**src/rtl/diff_drive_odometry_defines.svh**
```systemverilog
// assertion helpers for the odometry block
`ifndef DIFF_DRIVE_ODOMETRY_DEFINES_SVH
`define DIFF_DRIVE_ODOMETRY_DEFINES_SVH

// same-cycle implication, checked outside reset
`define ODO_ASSERT_NOW(lbl, ante, cons, msg) \
	lbl: assert property (@(posedge clk) disable iff (!arst_n) (ante) |-> (cons)) \
	else $error(msg);

// next-cycle implication, checked outside reset
`define ODO_ASSERT_NEXT(lbl, ante, cons, msg) \
	lbl: assert property (@(posedge clk) disable iff (!arst_n) (ante) |=> (cons)) \
	else $error(msg);

`endif

```
**src/rtl/odo_pkg.sv**
```systemverilog
`default_nettype none
package odo_pkg;

	// cordic iteration count and counter width
	localparam int CORDIC_STEPS = 24;
	localparam int ITER_W = $clog2(CORDIC_STEPS);

	// cordic start magnitude, 0.60725 at unit 2^30
	localparam logic signed [33:0] CORDIC_K = 34'sd652032874;

	// blend weight of one, Q1.16
	localparam logic [16:0] W_ONE = 17'd65536;

	// register indexes
	localparam logic [1:0] REG_LIN = 2'd0;
	localparam logic [1:0] REG_ANG = 2'd1;
	localparam logic [1:0] REG_GYRO = 2'd2;
	localparam logic [1:0] REG_WEIGHT = 2'd3;

	// multiply operations in issue order
	typedef enum logic [3:0] {
		OP_DIST,
		OP_ENC,
		OP_GYR,
		OP_WLO,
		OP_WHI,
		OP_CLO,
		OP_CHI,
		OP_SLO,
		OP_SHI
	} op_t;

	// sequencer states
	typedef enum logic [1:0] {
		ST_IDLE,
		ST_MUL,
		ST_ACC,
		ST_DONE
	} state_t;

	// cordic result bundle
	typedef struct packed {
		logic               done;
		logic signed [25:0] cos_v;
		logic signed [25:0] sin_v;
	} cordic_res_t;

	// arctangent table in binary angle units
	function automatic logic [31:0] atan_lut(input logic [4:0] idx);
		logic [31:0] v;
		unique case (idx)
			5'd0:  v = 32'h20000000;
			5'd1:  v = 32'h12E4051E;
			5'd2:  v = 32'h09FB385B;
			5'd3:  v = 32'h051111D4;
			5'd4:  v = 32'h028B0D43;
			5'd5:  v = 32'h0145D7E1;
			5'd6:  v = 32'h00A2F61E;
			5'd7:  v = 32'h00517C55;
			5'd8:  v = 32'h0028BE53;
			5'd9:  v = 32'h00145F2F;
			5'd10: v = 32'h000A2F98;
			5'd11: v = 32'h000517CC;
			5'd12: v = 32'h00028BE6;
			5'd13: v = 32'h000145F3;
			5'd14: v = 32'h0000A2FA;
			5'd15: v = 32'h0000517D;
			5'd16: v = 32'h000028BE;
			5'd17: v = 32'h0000145F;
			5'd18: v = 32'h00000A30;
			5'd19: v = 32'h00000518;
			5'd20: v = 32'h0000028C;
			5'd21: v = 32'h00000146;
			5'd22: v = 32'h000000A3;
			5'd23: v = 32'h00000051;
			5'd24: v = 32'h00000029;
			5'd25: v = 32'h00000014;
			5'd26: v = 32'h0000000A;
			5'd27: v = 32'h00000005;
			5'd28: v = 32'h00000003;
			5'd29: v = 32'h00000001;
			5'd30: v = 32'h00000001;
			5'd31: v = 32'h00000000;
			default: v = 32'h00000000;
		endcase
		return v;
	endfunction

endpackage
`default_nettype wire

```
**src/rtl/odo_cordic.sv**
```systemverilog
`default_nettype none
module odo_cordic
	import odo_pkg::*;
(
	input  wire logic        clk,
	input  wire logic        arst_n,
	input  wire logic        start,
	input  wire logic [31:0] angle,
	output cordic_res_t      res
);

	logic signed [33:0] x_q, y_q;
	logic signed [32:0] z_q;
	logic [ITER_W-1:0]  iter_q;
	logic               busy_q, done_q, flip_q;

	logic signed [32:0] z_in, z_alt;
	logic               need_flip;
	logic signed [33:0] xs, ys, xf, yf;
	logic signed [32:0] at;

	// fold angles outside the right half plane
	assign z_in      = 33'(signed'(angle));
	assign z_alt     = 33'(signed'(angle ^ 32'h80000000));
	assign need_flip = (z_in > 33'sd1073741824) || (z_in < -33'sd1073741824);

	// one rotation step per cycle
	assign xs = x_q >>> iter_q;
	assign ys = y_q >>> iter_q;
	assign at = 33'(atan_lut(5'(iter_q)));

	always_ff @(posedge clk or negedge arst_n) begin
		if (!arst_n) begin
			busy_q <= 1'b0;
			done_q <= 1'b0;
			iter_q <= '0;
		end else if (start) begin
			busy_q <= 1'b1;
			done_q <= 1'b0;
			iter_q <= '0;
		end else if (busy_q) begin
			if (iter_q == ITER_W'(CORDIC_STEPS - 1)) begin
				busy_q <= 1'b0;
				done_q <= 1'b1;
			end else begin
				iter_q <= iter_q + 1'b1;
			end
		end
	end

	// rotation datapath
	always_ff @(posedge clk) begin
		if (start) begin
			x_q    <= CORDIC_K;
			y_q    <= '0;
			z_q    <= need_flip ? z_alt : z_in;
			flip_q <= need_flip;
		end else if (busy_q) begin
			if (!z_q[32]) begin
				x_q <= x_q - ys;
				y_q <= y_q + xs;
				z_q <= z_q - at;
			end else begin
				x_q <= x_q + ys;
				y_q <= y_q - xs;
				z_q <= z_q + at;
			end
		end
	end

	// undo the fold and scale to unit 2^22
	assign xf = flip_q ? -x_q : x_q;
	assign yf = flip_q ? -y_q : y_q;

	assign res.done  = done_q;
	assign res.cos_v = 26'(xf >>> 8);
	assign res.sin_v = 26'(yf >>> 8);

endmodule
`default_nettype wire

```
**src/rtl/odo_mul.sv**
```systemverilog
`default_nettype none
module odo_mul
	import odo_pkg::*;
(
	input  wire logic               clk,
	input  wire logic               en,
	input  wire logic signed [26:0] a,
	input  wire logic signed [23:0] b,
	output logic signed [50:0]      prod_q
);

	// shared signed multiplier, registered product
	always_ff @(posedge clk) begin
		if (en) begin
			prod_q <= 51'(a) * 51'(b);
		end
	end

endmodule
`default_nettype wire

```
**src/rtl/diff_drive_odometry.sv**
```systemverilog
// channel   dir  fields (low bit up)                        handshake
// s_axis    in   left_rpm, right_rpm, gyro_rate (48 bits)   s_tvalid / s_tready
// m_axis    out  pose_x, pose_y, heading (96 bits)          m_tvalid / m_tready
// apb       in   lin_gain, ang_gain, gyro_gain, fusion_weight at 0x0, 0x4, 0x8, 0xc
//
// a word is taken only in idle, and the next word only once its result has gone to the
// output register: the cordic rotates the heading while the shared 27x24 multiplier
// runs nine products in turn, the last four waiting for the cordic.
// arst_n clears pose, heading, gain registers and control and sets the weight to 64225; no clearing pass.
// a result waits in the output register while the next word is taken.
`default_nettype none
`include "diff_drive_odometry_defines.svh"
module diff_drive_odometry
	import odo_pkg::*;
(
	input  wire logic        clk,
	input  wire logic        arst_n,
	input  wire logic        s_tvalid,
	output logic             s_tready,
	input  wire logic [47:0] s_tdata,   // left_rpm, right_rpm, gyro_rate
	output logic             m_tvalid,
	input  wire logic        m_tready,
	output logic [95:0]      m_tdata,   // pose_x, pose_y, heading
	input  wire logic        psel,
	input  wire logic        penable,
	input  wire logic        pwrite,
	input  wire logic [3:0]  paddr,
	input  wire logic [31:0] pwdata,
	output logic [31:0]      prdata,
	output logic             pready
);

	state_t state_q, state_d;
	op_t    op_q;

	logic [23:0] lin_gain_q, ang_gain_q, gyro_gain_q;
	logic [16:0] weight_q, w_eff;

	logic signed [16:0] sum_q, diff_q;
	logic signed [15:0] gyro_q;
	logic signed [40:0] dist_q;
	logic signed [41:0] enc_q;
	logic signed [42:0] eg_q;
	logic signed [67:0] acc_q;
	logic signed [31:0] pos_x_q, pos_y_q;
	logic [31:0]        head_q;
	logic [95:0]        out_q;
	logic               out_valid_q;

	logic               accept, mul_en, acc_en, load_out, needs_cordic;
	logic signed [26:0] a_op;
	logic signed [23:0] b_op;
	logic signed [50:0] prod_q;
	logic signed [67:0] pext, pos_sum;
	logic [47:0]        hsum;
	logic signed [32:0] new_pos;
	logic signed [31:0] cur_pos, sat_pos;
	cordic_res_t        cres;

	// configuration port
	assign pready = 1'b1;
	always_ff @(posedge clk or negedge arst_n) begin
		if (!arst_n) begin
			lin_gain_q  <= '0;
			ang_gain_q  <= '0;
			gyro_gain_q <= '0;
			weight_q    <= 17'd64225;
		end else if (psel && penable && pwrite && pready) begin
			unique case (paddr[3:2])
				REG_LIN:    lin_gain_q  <= pwdata[23:0];
				REG_ANG:    ang_gain_q  <= pwdata[23:0];
				REG_GYRO:   gyro_gain_q <= pwdata[23:0];
				REG_WEIGHT: weight_q    <= pwdata[16:0];
				default:    ;
			endcase
		end
	end

	always_comb begin
		unique case (paddr[3:2])
			REG_LIN:    prdata = {8'd0, lin_gain_q};
			REG_ANG:    prdata = {8'd0, ang_gain_q};
			REG_GYRO:   prdata = {8'd0, gyro_gain_q};
			REG_WEIGHT: prdata = {15'd0, weight_q};
			default:    prdata = '0;
		endcase
	end

	assign w_eff = (weight_q > W_ONE) ? W_ONE : weight_q;

	// shared units
	odo_cordic u_cordic (
		.clk    (clk),
		.arst_n (arst_n),
		.start  (accept),
		.angle  (head_q),
		.res    (cres)
	);

	odo_mul u_mul (
		.clk    (clk),
		.en     (mul_en),
		.a      (a_op),
		.b      (b_op),
		.prod_q (prod_q)
	);

	assign needs_cordic = (op_q == OP_CLO) || (op_q == OP_CHI) ||
		(op_q == OP_SLO) || (op_q == OP_SHI);

	// next state
	always_comb begin
		state_d = state_q;
		unique case (state_q)
			ST_IDLE: if (s_tvalid) state_d = ST_MUL;
			ST_MUL:  if (!needs_cordic || cres.done) state_d = ST_ACC;
			ST_ACC:  state_d = (op_q == OP_SHI) ? ST_DONE : ST_MUL;
			ST_DONE: if (!out_valid_q || m_tready) state_d = ST_IDLE;
			default: state_d = ST_IDLE;
		endcase
	end

	// sequencer outputs
	always_comb begin
		s_tready = 1'b0;
		mul_en   = 1'b0;
		acc_en   = 1'b0;
		load_out = 1'b0;
		unique case (state_q)
			ST_IDLE: s_tready = 1'b1;
			ST_MUL:  mul_en   = !needs_cordic || cres.done;
			ST_ACC:  acc_en   = 1'b1;
			ST_DONE: load_out = !out_valid_q || m_tready;
			default: ;
		endcase
	end

	assign accept = s_tvalid && s_tready;

	always_ff @(posedge clk or negedge arst_n) begin
		if (!arst_n) begin
			state_q <= ST_IDLE;
			op_q    <= OP_DIST;
		end else begin
			state_q <= state_d;
			if (accept) begin
				op_q <= OP_DIST;
			end else if (acc_en && op_q != OP_SHI) begin
				op_q <= op_t'(op_q + 4'd1);
			end
		end
	end

	// multiplier operand select
	always_comb begin
		unique case (op_q)
			OP_DIST: begin a_op = 27'({1'b0, lin_gain_q});  b_op = 24'(sum_q);  end
			OP_ENC:  begin a_op = 27'({1'b0, ang_gain_q});  b_op = 24'(diff_q); end
			OP_GYR:  begin a_op = 27'({1'b0, gyro_gain_q}); b_op = 24'(gyro_q); end
			OP_WLO:  begin a_op = 27'({1'b0, w_eff}); b_op = {2'b00, eg_q[21:0]}; end
			OP_WHI:  begin a_op = 27'({1'b0, w_eff}); b_op = 24'(signed'(eg_q[42:22])); end
			OP_CLO:  begin a_op = 27'(cres.cos_v); b_op = {2'b00, dist_q[21:0]}; end
			OP_CHI:  begin a_op = 27'(cres.cos_v); b_op = 24'(signed'(dist_q[40:22])); end
			OP_SLO:  begin a_op = 27'(cres.sin_v); b_op = {2'b00, dist_q[21:0]}; end
			OP_SHI:  begin a_op = 27'(cres.sin_v); b_op = 24'(signed'(dist_q[40:22])); end
			default: begin a_op = '0; b_op = '0; end
		endcase
	end

	// accumulate and saturate
	assign pext    = 68'(prod_q);
	assign hsum    = acc_q[47:0] + 48'(pext <<< 22);
	assign pos_sum = acc_q + (pext <<< 22);
	assign cur_pos = (op_q == OP_CHI) ? pos_x_q : pos_y_q;
	assign new_pos = 33'(cur_pos) + 33'(signed'(pos_sum[67:38]));
	assign sat_pos = (new_pos[32] != new_pos[31]) ?
		(new_pos[32] ? 32'sh80000000 : 32'sh7fffffff) : new_pos[31:0];

	// pose state
	always_ff @(posedge clk or negedge arst_n) begin
		if (!arst_n) begin
			pos_x_q <= '0;
			pos_y_q <= '0;
			head_q  <= '0;
		end else if (acc_en) begin
			unique case (op_q)
				OP_GYR:  head_q  <= head_q + prod_q[31:0];
				OP_WHI:  head_q  <= head_q + hsum[47:16];
				OP_CHI:  pos_x_q <= sat_pos;
				OP_SHI:  pos_y_q <= sat_pos;
				default: ;
			endcase
		end
	end

	// working registers
	always_ff @(posedge clk) begin
		if (accept) begin
			sum_q  <= 17'(signed'(s_tdata[31:16])) + 17'(signed'(s_tdata[15:0]));
			diff_q <= 17'(signed'(s_tdata[31:16])) - 17'(signed'(s_tdata[15:0]));
			gyro_q <= s_tdata[47:32];
		end
		if (acc_en) begin
			unique case (op_q)
				OP_DIST: dist_q <= prod_q[40:0];
				OP_ENC:  enc_q  <= prod_q[41:0];
				OP_GYR:  eg_q   <= 43'(enc_q) - 43'(prod_q);
				OP_WLO:  acc_q  <= pext;
				OP_CLO:  acc_q  <= pext;
				OP_SLO:  acc_q  <= pext;
				default: ;
			endcase
		end
	end

	// output register
	always_ff @(posedge clk or negedge arst_n) begin
		if (!arst_n) begin
			out_valid_q <= 1'b0;
		end else if (load_out) begin
			out_valid_q <= 1'b1;
		end else if (m_tready) begin
			out_valid_q <= 1'b0;
		end
	end

	always_ff @(posedge clk) begin
		if (load_out) begin
			out_q <= {head_q, pos_y_q, pos_x_q};
		end
	end

	assign m_tvalid = out_valid_q;
	assign m_tdata  = out_q;

	// checks
	`ODO_ASSERT_NEXT(a_busy_after_accept, accept, !s_tready, "input taken while busy")
	`ODO_ASSERT_NOW(a_cordic_ready, acc_en && needs_cordic, cres.done, "cordic used early")
	`ODO_ASSERT_NOW(a_done_only_after_start, $fell(cres.done), $past(accept), "cordic done lost")

endmodule
`default_nettype wire
```
**config.mk**
```make
export PLATFORM = sky130hd
export DESIGN_NAME = diff_drive_odometry
export DESIGN_NICKNAME = d
export VERILOG_FILES = /design/src/rtl/odo_pkg.sv /design/src/rtl/odo_cordic.sv /design/src/rtl/odo_mul.sv /design/src/rtl/diff_drive_odometry.sv
export VERILOG_INCLUDE_DIRS = /design/src /design/src/rtl
export SDC_FILE = /design/constraint.sdc
export NUM_CORES = 2
export LEC_CHECK = 0
export ABC_AREA = 0
export BUFFER_PORTS_ARGS = -buffer_cell sky130_fd_sc_hd__buf_4
export CAP_MARGIN = 15
export CORE_UTILIZATION = 35
export DETAILED_ROUTE_END_ITERATION = 10
export PLACE_DENSITY_LB_ADDON = 0.05
export SLEW_MARGIN = 15
export SYNTH_ARGS = -nofsm -noshare
export SYNTH_HDL_FRONTEND = slang
export SYNTH_SLANG_ARGS = --single-unit
```
**constraint.sdc**
```tcl
create_clock -name clk -period 12.9 [get_ports clk]
set_input_delay 1.29 -clock clk [delete_from_list [all_inputs] [get_ports clk]]
set_output_delay 1.29 -clock clk [all_outputs]
set_load 0.03 [all_outputs]
```
==> impl_results.md <==
* Register bit count reported by yosys at 658
* PortBufs at 202
* Area growth, synth to finish at 11.4%
* Result of the run: complete, no violations
* Critical R2R Capture: u_mul.prod_q[49]
* Hold WC Path Type: reg2reg
* DR vias at 53867
* Count of pins on the block boundary at 222
* Ys flop type: edfxtp_1
* Library cell appearing most often on the critical path: fa_1
* Average cell area after synthesis at 9.47 um^2
* R2r worst-path depth at 35
* Critical path capture point type: flop
* Highest-delay cell along the critical path: a2111o_1
* Number of antenna violations at the first check in global routing at 7
* Clock Root Buffer: clkbuf_16
* Reg2Reg Launch Point: u_cordic.y_q[1]
* Kind of start point of the critical path: flop
* Total congestion overflow after global routing at 0
* Post-synthesis async set-or-reset flop share at 0.302
* Number of warnings issued by yosys at 0
* Start-to-end type of the worst setup path: reg2reg
* Sum of routed wire length over all layers at 245000 um
* Hold bufs inserted after CTS at 0
* TritonCTS clock tree: yes
* Count of flip-flops with a built-in enable after synthesis at 391
* Part of the cycle the worst path needs at 0.891
* 1st-pass router iterations at 6
* Total of cells resized after clock tree synthesis at 0
* Count of unique library cells instantiated by Yosys at 107
* Final TNS setup at 0 ns
* Total standard cell area after synthesis at 0.0688 mm^2
* Number of global-route vias before repair at 55167
* First-pass GRT wire length at 363000 um
* Crit-path max FO at 16
* Flop2flop setup slack at 1.41 ns
* Fraction of final layout cells with drive strength greater than 1 at 0.114
* Clock edge transition at the registers on the reported setup and hold paths at 0.06 ns
* Global-route usage over all layers at 0.246
* Max capacitance violation total at 0
* Part of the Yosys area used for sequential elements at 0.263
* Yosys top cell by area: fa_1
* Remaining DRCs at 0
* DRT iter0 DRCs at 3994
* Routed Antenna Nets at 0
* RSZ-0062 raised after global routing: no
* Critical Path Source: u_cordic.y_q[1]
* Total count of hold-check failures in the final report at 0
* Tightest slew margin relative to the limit at 0.203
* Die height at 445 um
* Area contributors post-synth: fa_1 (19%), edfxtp_1 (17%), ha_1 (7.8%), dfrtp_1 (6.9%), inv_1 (4.9%)
* Number of placement rows at 162
* Clk_lat worst skew at 0.75 ns
* Maximum level of the CTS H-tree at 3
* Largest stage delay on the critical path at 0.87 ns
* Initial Utilization at 0.353
* Area share of the leading cell type in the synthesized netlist at 0.194
* Core Region at 0.195 mm^2
* Crit path DAT at 12.00 ns
* Endpoints failing setup at 0
* Final routed wire length divided by cell count at 24.3 um
* Die area at 0.198 mm^2
* Peak clock frequency supported by timing at 87.0 MHz
* Pin count of the biggest net entering global routing at 119
* Number of buffers added by the clock tree synthesis step at 86
* Maximum clock skew at final layout at 0.0654 ns
* Post-layout net count at 8571
* TritonCTS sink count at 658
* Transition time at the pin with the least slew margin at 1.20 ns
* Total count of max-transition violations in the final report at 0
* CP required at 13.41 ns
* Gate count after technology mapping at 7270
* Half-perimeter wire length of the detailed placement result at 192000 um
* Most frequent cells in the layout: inv_1 (901), nand2_1 (834), fa_1 (668)
* Number of vias per cell after detailed routing at 5.35
* Width of the chip at 445 um
* Setup repair bufs after CTS at 0
* Endpoint of the worst setup timing path: u_mul.prod_q[49]
* Routability-driven placement congestion ratio at 0.909
* Maximum clock insertion buffer count at 3
* Most common library cell in the layout ignoring fill and taps: inv_1
* Post-route minimum period at 11.49 ns
-- kinds of logic (layout without fill, tap and decap cells) --
logic type,count (synthesis),in the layout,share of synthesized area
xor gates and xnor gates,426,426,0.0542
AOI/OAI and AO/OA,1496,1496,0.143
other,2,10,0.000109
muxes,335,335,0.0669
and+or+nand+nor,2006,2006,0.129
buffers and inverters,1247,1423,0.0700
DFF,658,658,0.263
adders and majority gates,1100,1100,0.273
-- flip-flops by register name, indices dropped and copies added (netlist names), 2 cells and up --
register         count
sum_q               17
m_tdata             96
pos_y_q             32
eg_q                43
state_q              2
ang_gain_q          24
u_mul.prod_q        51
head_q              32
u_cordic.y_q        34
u_cordic.x_q        34
pos_x_q             32
dist_q              41
weight_q            17
diff_q              16
u_cordic.z_q        33
lin_gain_q          24
op_q                 4
acc_q               35
u_cordic.iter_q      5
gyro_q              16
enc_q               42
gyro_gain_q         24
-- stage by stage --
step	hold WS [ns]	cell area (um^2)	utilization	worst slack, ns	cells
after global placement	0.417	73600	0.377	1.40	9917
after global routing	0.441	76700	0.393	0.902	10078
after CTS	0.434	76700	0.393	1.47	10077
final	0.431	76700	0.393	1.41	10078
after detailed placement	0.418	73600	0.377	1.45	9917
after floorplan	0.400	68800	-	3.08	7277
-- cells in the mapped netlist (all sizes together), types with 152 or more instances --
cell	n
clkbuf	254
a21oi	387
ha	431
nor2	581
o21ai	352
inv	905
mux2	166
edfxtp	391
a21o	152
dfrtp	189
xnor2	247
xor2	179
nand2	836
fa	668
-- critical path, delay by kind of cell, from the launching register on --
family                   cells  cell delay, ns
adder cells (fa/ha/maj)      8            3.94
XOR/XNOR                     2            0.23
buffers and inverters        5            0.28
AND/OR/NAND/NOR             11            3.48
flip-flops                   1            0.38
AO/OA/AOI/OAI                9            3.01
-- metal layers --
metal	track usage	share of wire	wire length, um	vias to the layer above
met1	0.326	0.43	106000	27214
li1	-	-	-	25010
met3	0.0250	0.041	10100	324
met5	0	0	0	-
met2	0.416	0.48	118000	1319
met4	0.0899	0.041	9980	0
-- layout make-up --
class	count	area (um^2)
antenna	1	2.50
clock buffer	109	2280
clock inverter	51	762
fill	19600	119000
inverter	906	3410
multi-input combinational	5372	46100
sequential	658	18100
tap	2624	3280
timing repair buffer	357	2700
-- worst min-delay path by stage --
stage / cells after the start / slack [ns] / startpoint / to
floorplan: 0 / 0.40 / u_mul.prod_q[46] / acc_q[46]
global placement: 0 / 0.42 / u_mul.prod_q[47] / acc_q[47]
detailed placement: 0 / 0.42 / u_mul.prod_q[47] / acc_q[47]
CTS: 0 / 0.43 / u_mul.prod_q[47] / acc_q[47]
global route: 0 / 0.44 / u_mul.prod_q[47] / acc_q[47]
finish: 0 / 0.43 / u_mul.prod_q[47] / acc_q[47]
Power is left out: the tool's default activity adds up to more than one toggle a clock period on the data nets, which glitch-free logic cannot reach.
